[config.mk]
export PLATFORM = sky130hd
export DESIGN_NAME = row_range_filter_scan_flat
export DESIGN_NICKNAME = d
export VERILOG_FILES = /design/src/hdl/rrfs_pkg.sv /design/src/hdl/rrfs_ifs.sv /design/src/hdl/row_range_filter_scan.sv /design/src/hdl/rrfs_cell.sv /design/src/hdl/rrfs_ctrl.sv /design/src/flat_wrapper.sv
export SDC_FILE = /design/constraint.sdc
export NUM_CORES = 2
export LEC_CHECK = 0
export BUFFER_PORTS_ARGS = -buffer_cell sky130_fd_sc_hd__clkbuf_2
export CORE_MARGIN = 1
export CORE_UTILIZATION = 38
export DETAILED_ROUTE_END_ITERATION = 7
export RECOVER_POWER = 25
export SLEW_MARGIN = 20
export SYNTH_ARGS = -nofsm -noshare
export SYNTH_HDL_FRONTEND = slang
export SYNTH_SLANG_ARGS = --single-unit
[constraint.sdc]
create_clock -name clock -period 464.6 [get_ports clock]
set_input_delay 69.69 -clock clock [delete_from_list [all_inputs] [get_ports clock]]
set_output_delay 69.69 -clock clock [all_outputs]
set_load 0.01 [all_outputs]
[src/hdl/rrfs_pkg.sv]
// ----------------------------------------------------------------------------
// rrfs_pkg
// Shared constants, command codes and types of the row range filter scan.
// ----------------------------------------------------------------------------
package rrfs_pkg;

   localparam int ROW_COLUMNS = 100;
   localparam int POS_W       = (ROW_COLUMNS > 1) ? $clog2(ROW_COLUMNS) : 1;
   localparam int WORD_W      = 64;
   localparam int COL_W       = 7;
   localparam int LIMIT_W     = 10;
   localparam int COUNT_W     = 32;
   localparam int CMD_W       = 2;
   localparam int CSR_IDX_W   = 2;
   localparam int CMP_W       = (POS_W > COL_W) ? POS_W : COL_W;

   localparam logic [CMD_W-1:0] CMD_START = 2'd0;
   localparam logic [CMD_W-1:0] CMD_DATA  = 2'd1;
   localparam logic [CMD_W-1:0] CMD_DRAIN = 2'd2;
   localparam logic [CMD_W-1:0] CMD_RSVD  = 2'd3;

   localparam logic [CSR_IDX_W-1:0] CSR_COLUMN_SELECT = 2'd0;
   localparam logic [CSR_IDX_W-1:0] CSR_RANGE_LOW     = 2'd1;
   localparam logic [CSR_IDX_W-1:0] CSR_RANGE_HIGH    = 2'd2;
   localparam logic [CSR_IDX_W-1:0] CSR_ROW_LIMIT     = 2'd3;

   localparam logic [LIMIT_W-1:0] ROW_LIMIT_RESET = 10'd10;
   localparam logic [COUNT_W-1:0] COUNT_MAX       = '1;
   localparam logic [POS_W-1:0]   POS_LAST        = POS_W'(ROW_COLUMNS - 1);

   typedef struct packed {
      logic               emit;
      logic [POS_W-1:0]   pos;
      logic [COUNT_W-1:0] count;
   } rrfs_status_type;

endpackage

[src/hdl/rrfs_ifs.sv]
// ----------------------------------------------------------------------------
// rrfs request and response channels
// Valid/ready channels carrying one command word in and one result out.
// ----------------------------------------------------------------------------
interface rrfs_req_if;
   import rrfs_pkg::*;

   logic                valid;
   logic                ready;
   logic [CMD_W-1:0]    command;
   logic signed [WORD_W-1:0] word;

   modport source (output valid, command, word, input ready);
   modport sink   (input valid, command, word, output ready);
endinterface

interface rrfs_rsp_if;
   import rrfs_pkg::*;

   logic                valid;
   logic                ready;
   logic                out_valid;
   logic signed [WORD_W-1:0] out_word;
   logic [COL_W-1:0]    out_column;
   logic                out_last;
   logic [COUNT_W-1:0]  match_count;

   modport source (output valid, out_valid, out_word, out_column, out_last, match_count,
                   input ready);
   modport sink   (input valid, out_valid, out_word, out_column, out_last, match_count,
                   output ready);
endinterface

[src/hdl/row_range_filter_scan.sv]
// ----------------------------------------------------------------------------
// row_range_filter_scan
// Range predicate filter over a stream of 64-bit column words. Rows of
// ROW_COLUMNS words pass through a chain of word cells, so each selected row
// comes out one row late while the next row streams in.
//
//   channel   dir   handshake        payload
//   req       in    valid / ready    command, word
//   rsp       out   valid / ready    out_valid, out_word, out_column,
//                                    out_last, match_count
//   csr       in    csr_we           csr_index, csr_wdata
//
// one transfer in per cycle while req.ready holds, its result in the next cycle from the output register
// the chain of ROW_COLUMNS cells advances once per data or drain transfer
// req.ready drops during reset and while a result waits in the output register
// reset clears position, flags, count, settings and result valid; cell words and result fields stay undefined
// ----------------------------------------------------------------------------
module row_range_filter_scan (
   input  logic                             clock,
   input  logic                             reset,
   rrfs_req_if.sink                         req,
   rrfs_rsp_if.source                       rsp,
   input  logic                             csr_we,
   input  logic [rrfs_pkg::CSR_IDX_W-1:0]   csr_index,
   input  logic [rrfs_pkg::WORD_W-1:0]      csr_wdata
);
   import rrfs_pkg::*;

   logic [COL_W-1:0]          column_select_ff;
   logic signed [WORD_W-1:0]  range_low_ff;
   logic signed [WORD_W-1:0]  range_high_ff;
   logic [LIMIT_W-1:0]        row_limit_ff;

   logic                      accept;
   logic                      shift_en;
   logic [WORD_W-1:0]         shift_word;
   logic [WORD_W-1:0]         tap [ROW_COLUMNS];
   rrfs_status_type           status;
   logic [CMP_W-1:0]          pos_ext;

   logic                      rsp_valid_ff,  rsp_valid_in;
   logic                      out_valid_ff;
   logic [WORD_W-1:0]         out_word_ff;
   logic [COL_W-1:0]          out_column_ff;
   logic                      out_last_ff;
   logic [COUNT_W-1:0]        match_count_ff;

   // configuration
   always_ff @(posedge clock) begin
      if (reset) begin
         column_select_ff <= '0;
         range_low_ff     <= '0;
         range_high_ff    <= '0;
         row_limit_ff     <= ROW_LIMIT_RESET;
      end else if (csr_we) begin
         unique case (csr_index)
            CSR_COLUMN_SELECT: column_select_ff <= csr_wdata[COL_W-1:0];
            CSR_RANGE_LOW:     range_low_ff     <= csr_wdata;
            CSR_RANGE_HIGH:    range_high_ff    <= csr_wdata;
            CSR_ROW_LIMIT:     row_limit_ff     <= csr_wdata[LIMIT_W-1:0];
            default: begin
            end
         endcase
      end
   end

   assign req.ready = !reset && (!rsp_valid_ff || rsp.ready);
   assign accept    = req.valid && req.ready;
   assign shift_en  = accept && (req.command == CMD_DATA || req.command == CMD_DRAIN);
   assign shift_word = (req.command == CMD_DATA) ? req.word : '0;

   rrfs_ctrl u_ctrl (
      .clock         (clock),
      .reset         (reset),
      .accept        (accept),
      .command       (req.command),
      .word          (req.word),
      .column_select (column_select_ff),
      .range_low     (range_low_ff),
      .range_high    (range_high_ff),
      .row_limit     (row_limit_ff),
      .status        (status)
   );

   // row delay chain
   for (genvar i = 0; i < ROW_COLUMNS; i++) begin : g_cell
      if (i == 0) begin : g_head
         rrfs_cell u_cell (
            .clock    (clock),
            .shift_en (shift_en),
            .d        (shift_word),
            .q        (tap[i])
         );
      end else begin : g_body
         rrfs_cell u_cell (
            .clock    (clock),
            .shift_en (shift_en),
            .d        (tap[i-1]),
            .q        (tap[i])
         );
      end
   end

   assign pos_ext = CMP_W'(status.pos);

   // output register
   assign rsp_valid_in = accept ? 1'b1 : (rsp.ready ? 1'b0 : rsp_valid_ff);

   always_ff @(posedge clock) begin
      if (reset) begin
         rsp_valid_ff <= 1'b0;
      end else begin
         rsp_valid_ff <= rsp_valid_in;
      end
   end

   always_ff @(posedge clock) begin
      if (accept) begin
         out_valid_ff   <= status.emit;
         out_word_ff    <= status.emit ? tap[ROW_COLUMNS-1] : '0;
         out_column_ff  <= status.emit ? pos_ext[COL_W-1:0] : '0;
         out_last_ff    <= status.emit && (status.pos == POS_LAST);
         match_count_ff <= status.count;
      end
   end

   assign rsp.valid       = rsp_valid_ff;
   assign rsp.out_valid   = out_valid_ff;
   assign rsp.out_word    = out_word_ff;
   assign rsp.out_column  = out_column_ff;
   assign rsp.out_last    = out_last_ff;
   assign rsp.match_count = match_count_ff;
endmodule

[src/hdl/rrfs_cell.sv]
// ----------------------------------------------------------------------------
// rrfs_cell
// One word of the row delay line; takes its neighbor's word on each step.
// ----------------------------------------------------------------------------
module rrfs_cell (
   input  logic                          clock,
   input  logic                          shift_en,
   input  logic [rrfs_pkg::WORD_W-1:0]   d,
   output logic [rrfs_pkg::WORD_W-1:0]   q
);
   import rrfs_pkg::*;

   logic [WORD_W-1:0] word_ff;
   logic [WORD_W-1:0] word_in;

   assign word_in = shift_en ? d : word_ff;

   always_ff @(posedge clock) begin
      word_ff <= word_in;
   end

   assign q = word_ff;
endmodule

[src/hdl/rrfs_ctrl.sv]
// ----------------------------------------------------------------------------
// rrfs_ctrl
// Column position, range test, row close and saturating match count.
// ----------------------------------------------------------------------------
module rrfs_ctrl (
   input  logic                               clock,
   input  logic                               reset,
   input  logic                               accept,
   input  logic [rrfs_pkg::CMD_W-1:0]         command,
   input  logic signed [rrfs_pkg::WORD_W-1:0] word,
   input  logic [rrfs_pkg::COL_W-1:0]         column_select,
   input  logic signed [rrfs_pkg::WORD_W-1:0] range_low,
   input  logic signed [rrfs_pkg::WORD_W-1:0] range_high,
   input  logic [rrfs_pkg::LIMIT_W-1:0]       row_limit,
   output rrfs_pkg::rrfs_status_type          status
);
   import rrfs_pkg::*;

   logic [POS_W-1:0]   pos_ff,   pos_in;
   logic               hit_ff,   hit_in;
   logic               emit_ff,  emit_in;
   logic [COUNT_W-1:0] count_ff, count_in;

   logic is_data;
   logic is_step;
   logic at_select;
   logic in_range;
   logic row_hit;
   logic row_end;

   assign is_data   = command == CMD_DATA;
   assign is_step   = is_data || command == CMD_DRAIN;
   assign at_select = CMP_W'(pos_ff) == CMP_W'(column_select);
   assign in_range  = (word >= range_low) && (word <= range_high);
   assign row_hit   = is_data && (hit_ff || (at_select && in_range));
   assign row_end   = pos_ff == POS_LAST;

   always_comb begin
      pos_in   = pos_ff;
      hit_in   = hit_ff;
      emit_in  = emit_ff;
      count_in = count_ff;
      if (accept) begin
         unique case (command)
            CMD_START: begin
               pos_in   = '0;
               hit_in   = 1'b0;
               emit_in  = 1'b0;
               count_in = '0;
            end
            CMD_DATA, CMD_DRAIN: begin
               if (row_end) begin
                  pos_in  = '0;
                  hit_in  = 1'b0;
                  emit_in = row_hit && (count_ff < COUNT_W'(row_limit));
                  if (row_hit && count_ff != COUNT_MAX) begin
                     count_in = count_ff + 1'b1;
                  end
               end else begin
                  pos_in = pos_ff + 1'b1;
                  hit_in = row_hit;
               end
            end
            default: begin
            end
         endcase
      end
   end

   always_ff @(posedge clock) begin
      if (reset) begin
         pos_ff   <= '0;
         hit_ff   <= 1'b0;
         emit_ff  <= 1'b0;
         count_ff <= '0;
      end else begin
         pos_ff   <= pos_in;
         hit_ff   <= hit_in;
         emit_ff  <= emit_in;
         count_ff <= count_in;
      end
   end

   assign status.emit  = emit_ff && is_step;
   assign status.pos   = pos_ff;
   assign status.count = count_in;
endmodule

[src/flat_wrapper.sv]
// flat-port wrapper written by rule: the top's interface ports become plain ports
module row_range_filter_scan_flat import rrfs_pkg::*;
  (clock, reset, csr_we, csr_index, csr_wdata, req_valid, req_command, req_word, req_ready, rsp_valid, rsp_out_valid, rsp_out_word, rsp_out_column, rsp_out_last, rsp_match_count, rsp_ready);
  rrfs_req_if req_i ();
  rrfs_rsp_if rsp_i ();
  input  logic clock;
  input  logic reset;
  input  logic csr_we;
  input  logic [rrfs_pkg::CSR_IDX_W-1:0] csr_index;
  input  logic [rrfs_pkg::WORD_W-1:0] csr_wdata;
  input wire logic [$bits(req_i.valid)-1:0] req_valid;
  input wire logic [$bits(req_i.command)-1:0] req_command;
  input wire logic [$bits(req_i.word)-1:0] req_word;
  output wire logic [$bits(req_i.ready)-1:0] req_ready;
  output wire logic [$bits(rsp_i.valid)-1:0] rsp_valid;
  output wire logic [$bits(rsp_i.out_valid)-1:0] rsp_out_valid;
  output wire logic [$bits(rsp_i.out_word)-1:0] rsp_out_word;
  output wire logic [$bits(rsp_i.out_column)-1:0] rsp_out_column;
  output wire logic [$bits(rsp_i.out_last)-1:0] rsp_out_last;
  output wire logic [$bits(rsp_i.match_count)-1:0] rsp_match_count;
  input wire logic [$bits(rsp_i.ready)-1:0] rsp_ready;
  assign req_i.valid = req_valid;
  assign req_i.command = req_command;
  assign req_i.word = req_word;
  assign req_ready = req_i.ready;
  assign rsp_valid = rsp_i.valid;
  assign rsp_out_valid = rsp_i.out_valid;
  assign rsp_out_word = rsp_i.out_word;
  assign rsp_out_column = rsp_i.out_column;
  assign rsp_out_last = rsp_i.out_last;
  assign rsp_match_count = rsp_i.match_count;
  assign rsp_i.ready = rsp_ready;
  row_range_filter_scan u_core (.clock(clock), .reset(reset), .req(req_i), .rsp(rsp_i), .csr_we(csr_we), .csr_index(csr_index), .csr_wdata(csr_wdata));
endmodule
==> summary.txt <==
WHS Path Cells - 0
status - completed
Synth async-reset ratio - 0
Compound-Gate Fraction of Synth Area - 0.00829
global-route wire length before repair - 397 mm
Cells after Synth - 8101
hold-fix buffers at CTS - 0
achievable clock frequency - 7.12 MHz
Synth area leader - edfxtp_1
CP Capture Type - primary output
Pre-antenna DRT Iters - 5
Final GP Congestion - 0.788
total power - 0.00119 W
Remaining Overflow, GRT - 0
post-synthesis xor/xnor area fraction - 0.00110
clock buffer count from CTS - 624
top post-synthesis cells by area - edfxtp_1, dfxtp_1, ha_1
Post-route DRC - 0
layout cells sized above 1 - 0.125
Crit Path Class - input port to primary output
vias - 72281
flop2flop setup slack - 455.20 ns
Chip Height - 740 µm
worst ir drop on vdd - 0.00404 mV
Die ar. - 548000 µm²
P_leak - 74.9 nW
port bufs - 243
Top FF cell, synth - edfxtp_1
1st-iter DRT viols - 6963
adder-cell share of the synthesized area - 0.00851
Final min period - 140.41 ns
Worst Tran Pin Value - 1.08 ns
area delta synth->final - 14.7%
Site Rows - 270
crit-path leading delay family - buffers and inverters
Worst Hold Class - flip-flop to flip-flop
setup_tns - 0 ns
WL per Instance - 14.9 µm
later-pin clock latency in the skew report - 1.03 ns
final hold violations - 0
Max stage delay on crit path - 0.61 ns
count leader, synth - edfxtp_1
clock root cell - clkbuf_16
crit start category - input port
Netlist cell types - 60
vias per cell - 4.33
EDFF count, synth - 6505
Hold EP - u_core.g_cell[41].g_body.u_cell.q[26]$_DFFE_PP_
Total Routing Usage GR - 0.0872
crit-path cells - buf_6 > nor2_1 > clkbuf_2
Final Cycle Share - 0.302
area of the core - 542000 µm²
H-tree levels - 6
initial antenna violation count - 49
vias in the first global route - 73099
Clock Sinks - 6692
crit path buf inv count - 2
Post-DP HPWL - 123 mm
Clock Skews - 0.0584 ns
Critical R2R Launch - u_core.rsp.valid$_SDFFE_PP0P_
Layout Nets - 9255
Seq/Total Area, Yosys - 0.961
slowest CP cell - buf_6
post-route worst setup slack - 324.19 ns
average size of a mapped cell - 25.6 µm²
Placement Setup Slack - 324.17 ns
pin count of the biggest net entering global routing - 195
postcts setup bufs - 0
worst r2r path cells - 13
r2r endpoint - u_core.g_cell[99].g_body.u_cell.q[7]$_DFFE_PP_
required time worst endpoint - 394.91 ns
Rel. slew slack - 0.282
pwr/cell area - 5.00 nW/µm²
die width - 740 µm
Initial Util - 0.382
mux cell area share after synthesis - 0.000435
max-slew violation count - 0
post-cts sizing count - 0
critical path fanouts, max - 94
register bit total from synthesis - 6692
data arrival time of the worst path - 70.72 ns
DRT Wirelength - 249 mm
Routed Antenna Nets - 0
clk slew on worst S/H paths - 0.06 ns
Min-Delay Startpoint - u_core.g_cell[40].g_body.u_cell.q[26]$_DFFE_PP_
largest family of logic cells by synthesized area - simple AND/OR/NAND/NOR gates
MaxCap Viol Count - 0
Synth top area share - 0.943
num ports - 244
list of most frequent post-synthesis cells - edfxtp_1, nand2_1, a21oi_1
Syn. warnings - 0
RSZ-0062 raised after global routing - false
TritonCTS clock tree - done
Post-Syn Nets - 8379
Filler Cells Inserted - 45424
simple-gate share of the synthesized area - 0.0167
# setup viols final - 0
area of the mapped netlist - 207000 µm²
deepest clock path buffer count - 4
-- sequential cells by signal, summed over array words and instances (netlist names), 7 cells and up --
register / flops
u_core.rsp.match_count: 32
u_core.range_low_ff: 64
u_core.u_ctrl.pos_ff: 7
u_core.g_cell.g_body.u_cell.q: 6336
u_core.row_limit_ff: 10
u_core.column_select_ff: 7
u_core.u_ctrl.count_ff: 32
u_core.rsp.out_word: 64
u_core.g_cell.g_head.u_cell.q: 64
u_core.rsp.out_column: 7
u_core.range_high_ff: 64
-- worst max-delay path by stage --
stage / startpoint / to / slack [ns] / cells past startpoint
after global placement: reset / req_ready / 324.14 / 3
after floorplan: req_command[1] / u_core.g_cell[0].g_head.u_cell.q[0]$_SDFFCE_PP0P_ / 116.33 / 4
after global routing: reset / req_ready / 324.13 / 3
after detailed placement: reset / req_ready / 324.17 / 3
after CTS: reset / req_ready / 324.17 / 3
final: reset / req_ready / 324.19 / 3
-- cells by family (layout without fill, tap and decap cells) --
family,count (synthesis),in the layout
flops,6692,6692
fa+ha+maj,141,141
xor+xnor,26,26
simple gates,715,715
compound gates,297,297
buf+inv,221,1601
other cells,0,4
mux,9,9
-- layout make-up --
cell class / count / area (µm²) / share of cell area
Inverter: 146 / 551 / 0.00232
Multi-Input combinational cell: 1188 / 7310 / 0.0307
Tap cell: 7208 / 9020 / 0.0380
Sequential cell: 6692 / 199000 / 0.838
Timing Repair Buffer: 325 / 2060 / 0.00866
Antenna cell: 4 / 10.0 / 0.0000421
Clock buffer: 777 / 16400 / 0.0690
Clock inverter: 353 / 3200 / 0.0135
-- routing by layer --
metal / vias to the layer above / track usage / wire length (µm)
met5: - / 0 / 365
met2: 1224 / 0.130 / 110000
met4: 60 / 0.0324 / 7780
met3: 630 / 0.0245 / 14400
met1: 36414 / 0.123 / 116000
li1: 33953 / - / -
-- power by group --
group	switching, W	internal, W
registers	0.00000458	0.000681
logic	0.0000139	0.00000279
clock network	0.000209	0.000277
total	0.000227	0.000961
-- metrics by stage --
| step | hold slack [ns] | instances | utilization | instance area (µm²) |
|---|---|---|---|---|
| floorplan | 0.400 | 8101 | - | 207000 |
| global placement | 0.400 | 15557 | 0.402 | 218000 |
| detailed placement | 0.405 | 15557 | 0.402 | 218000 |
| CTS | 0.357 | 16687 | 0.438 | 238000 |
| global route | 0.366 | 16691 | 0.439 | 238000 |
| finish | 0.363 | 16693 | 0.439 | 238000 |
-- cells in the final DEF, fill, tap and decap left out, drive strengths merged, types with 7 or more instances in the layout --
master    Yosys  layout
mux2i         9       9
nand3        42      42
a21o         16      16
and3          7       7
clkinvlp      0      12
buf           5      83
o21ai        32      32
bufinv        0      46
nor3         16      16
or4          12      12
clkinv        0     265
nand2       323     323
nor2         75      75
nor4         22      22
edfxtp     6505    6505
and2        141     141
dfxtp       187     187
inv         146     176
a21oi       212     212
nor2b         7       7
xnor2        19      19
clkbuf       70    1019
nand4        36      36
ha          141     141
or3           9       9
and4          7       7
xor2          7       7
Note: power is estimated with default switching activity, not from simulation.
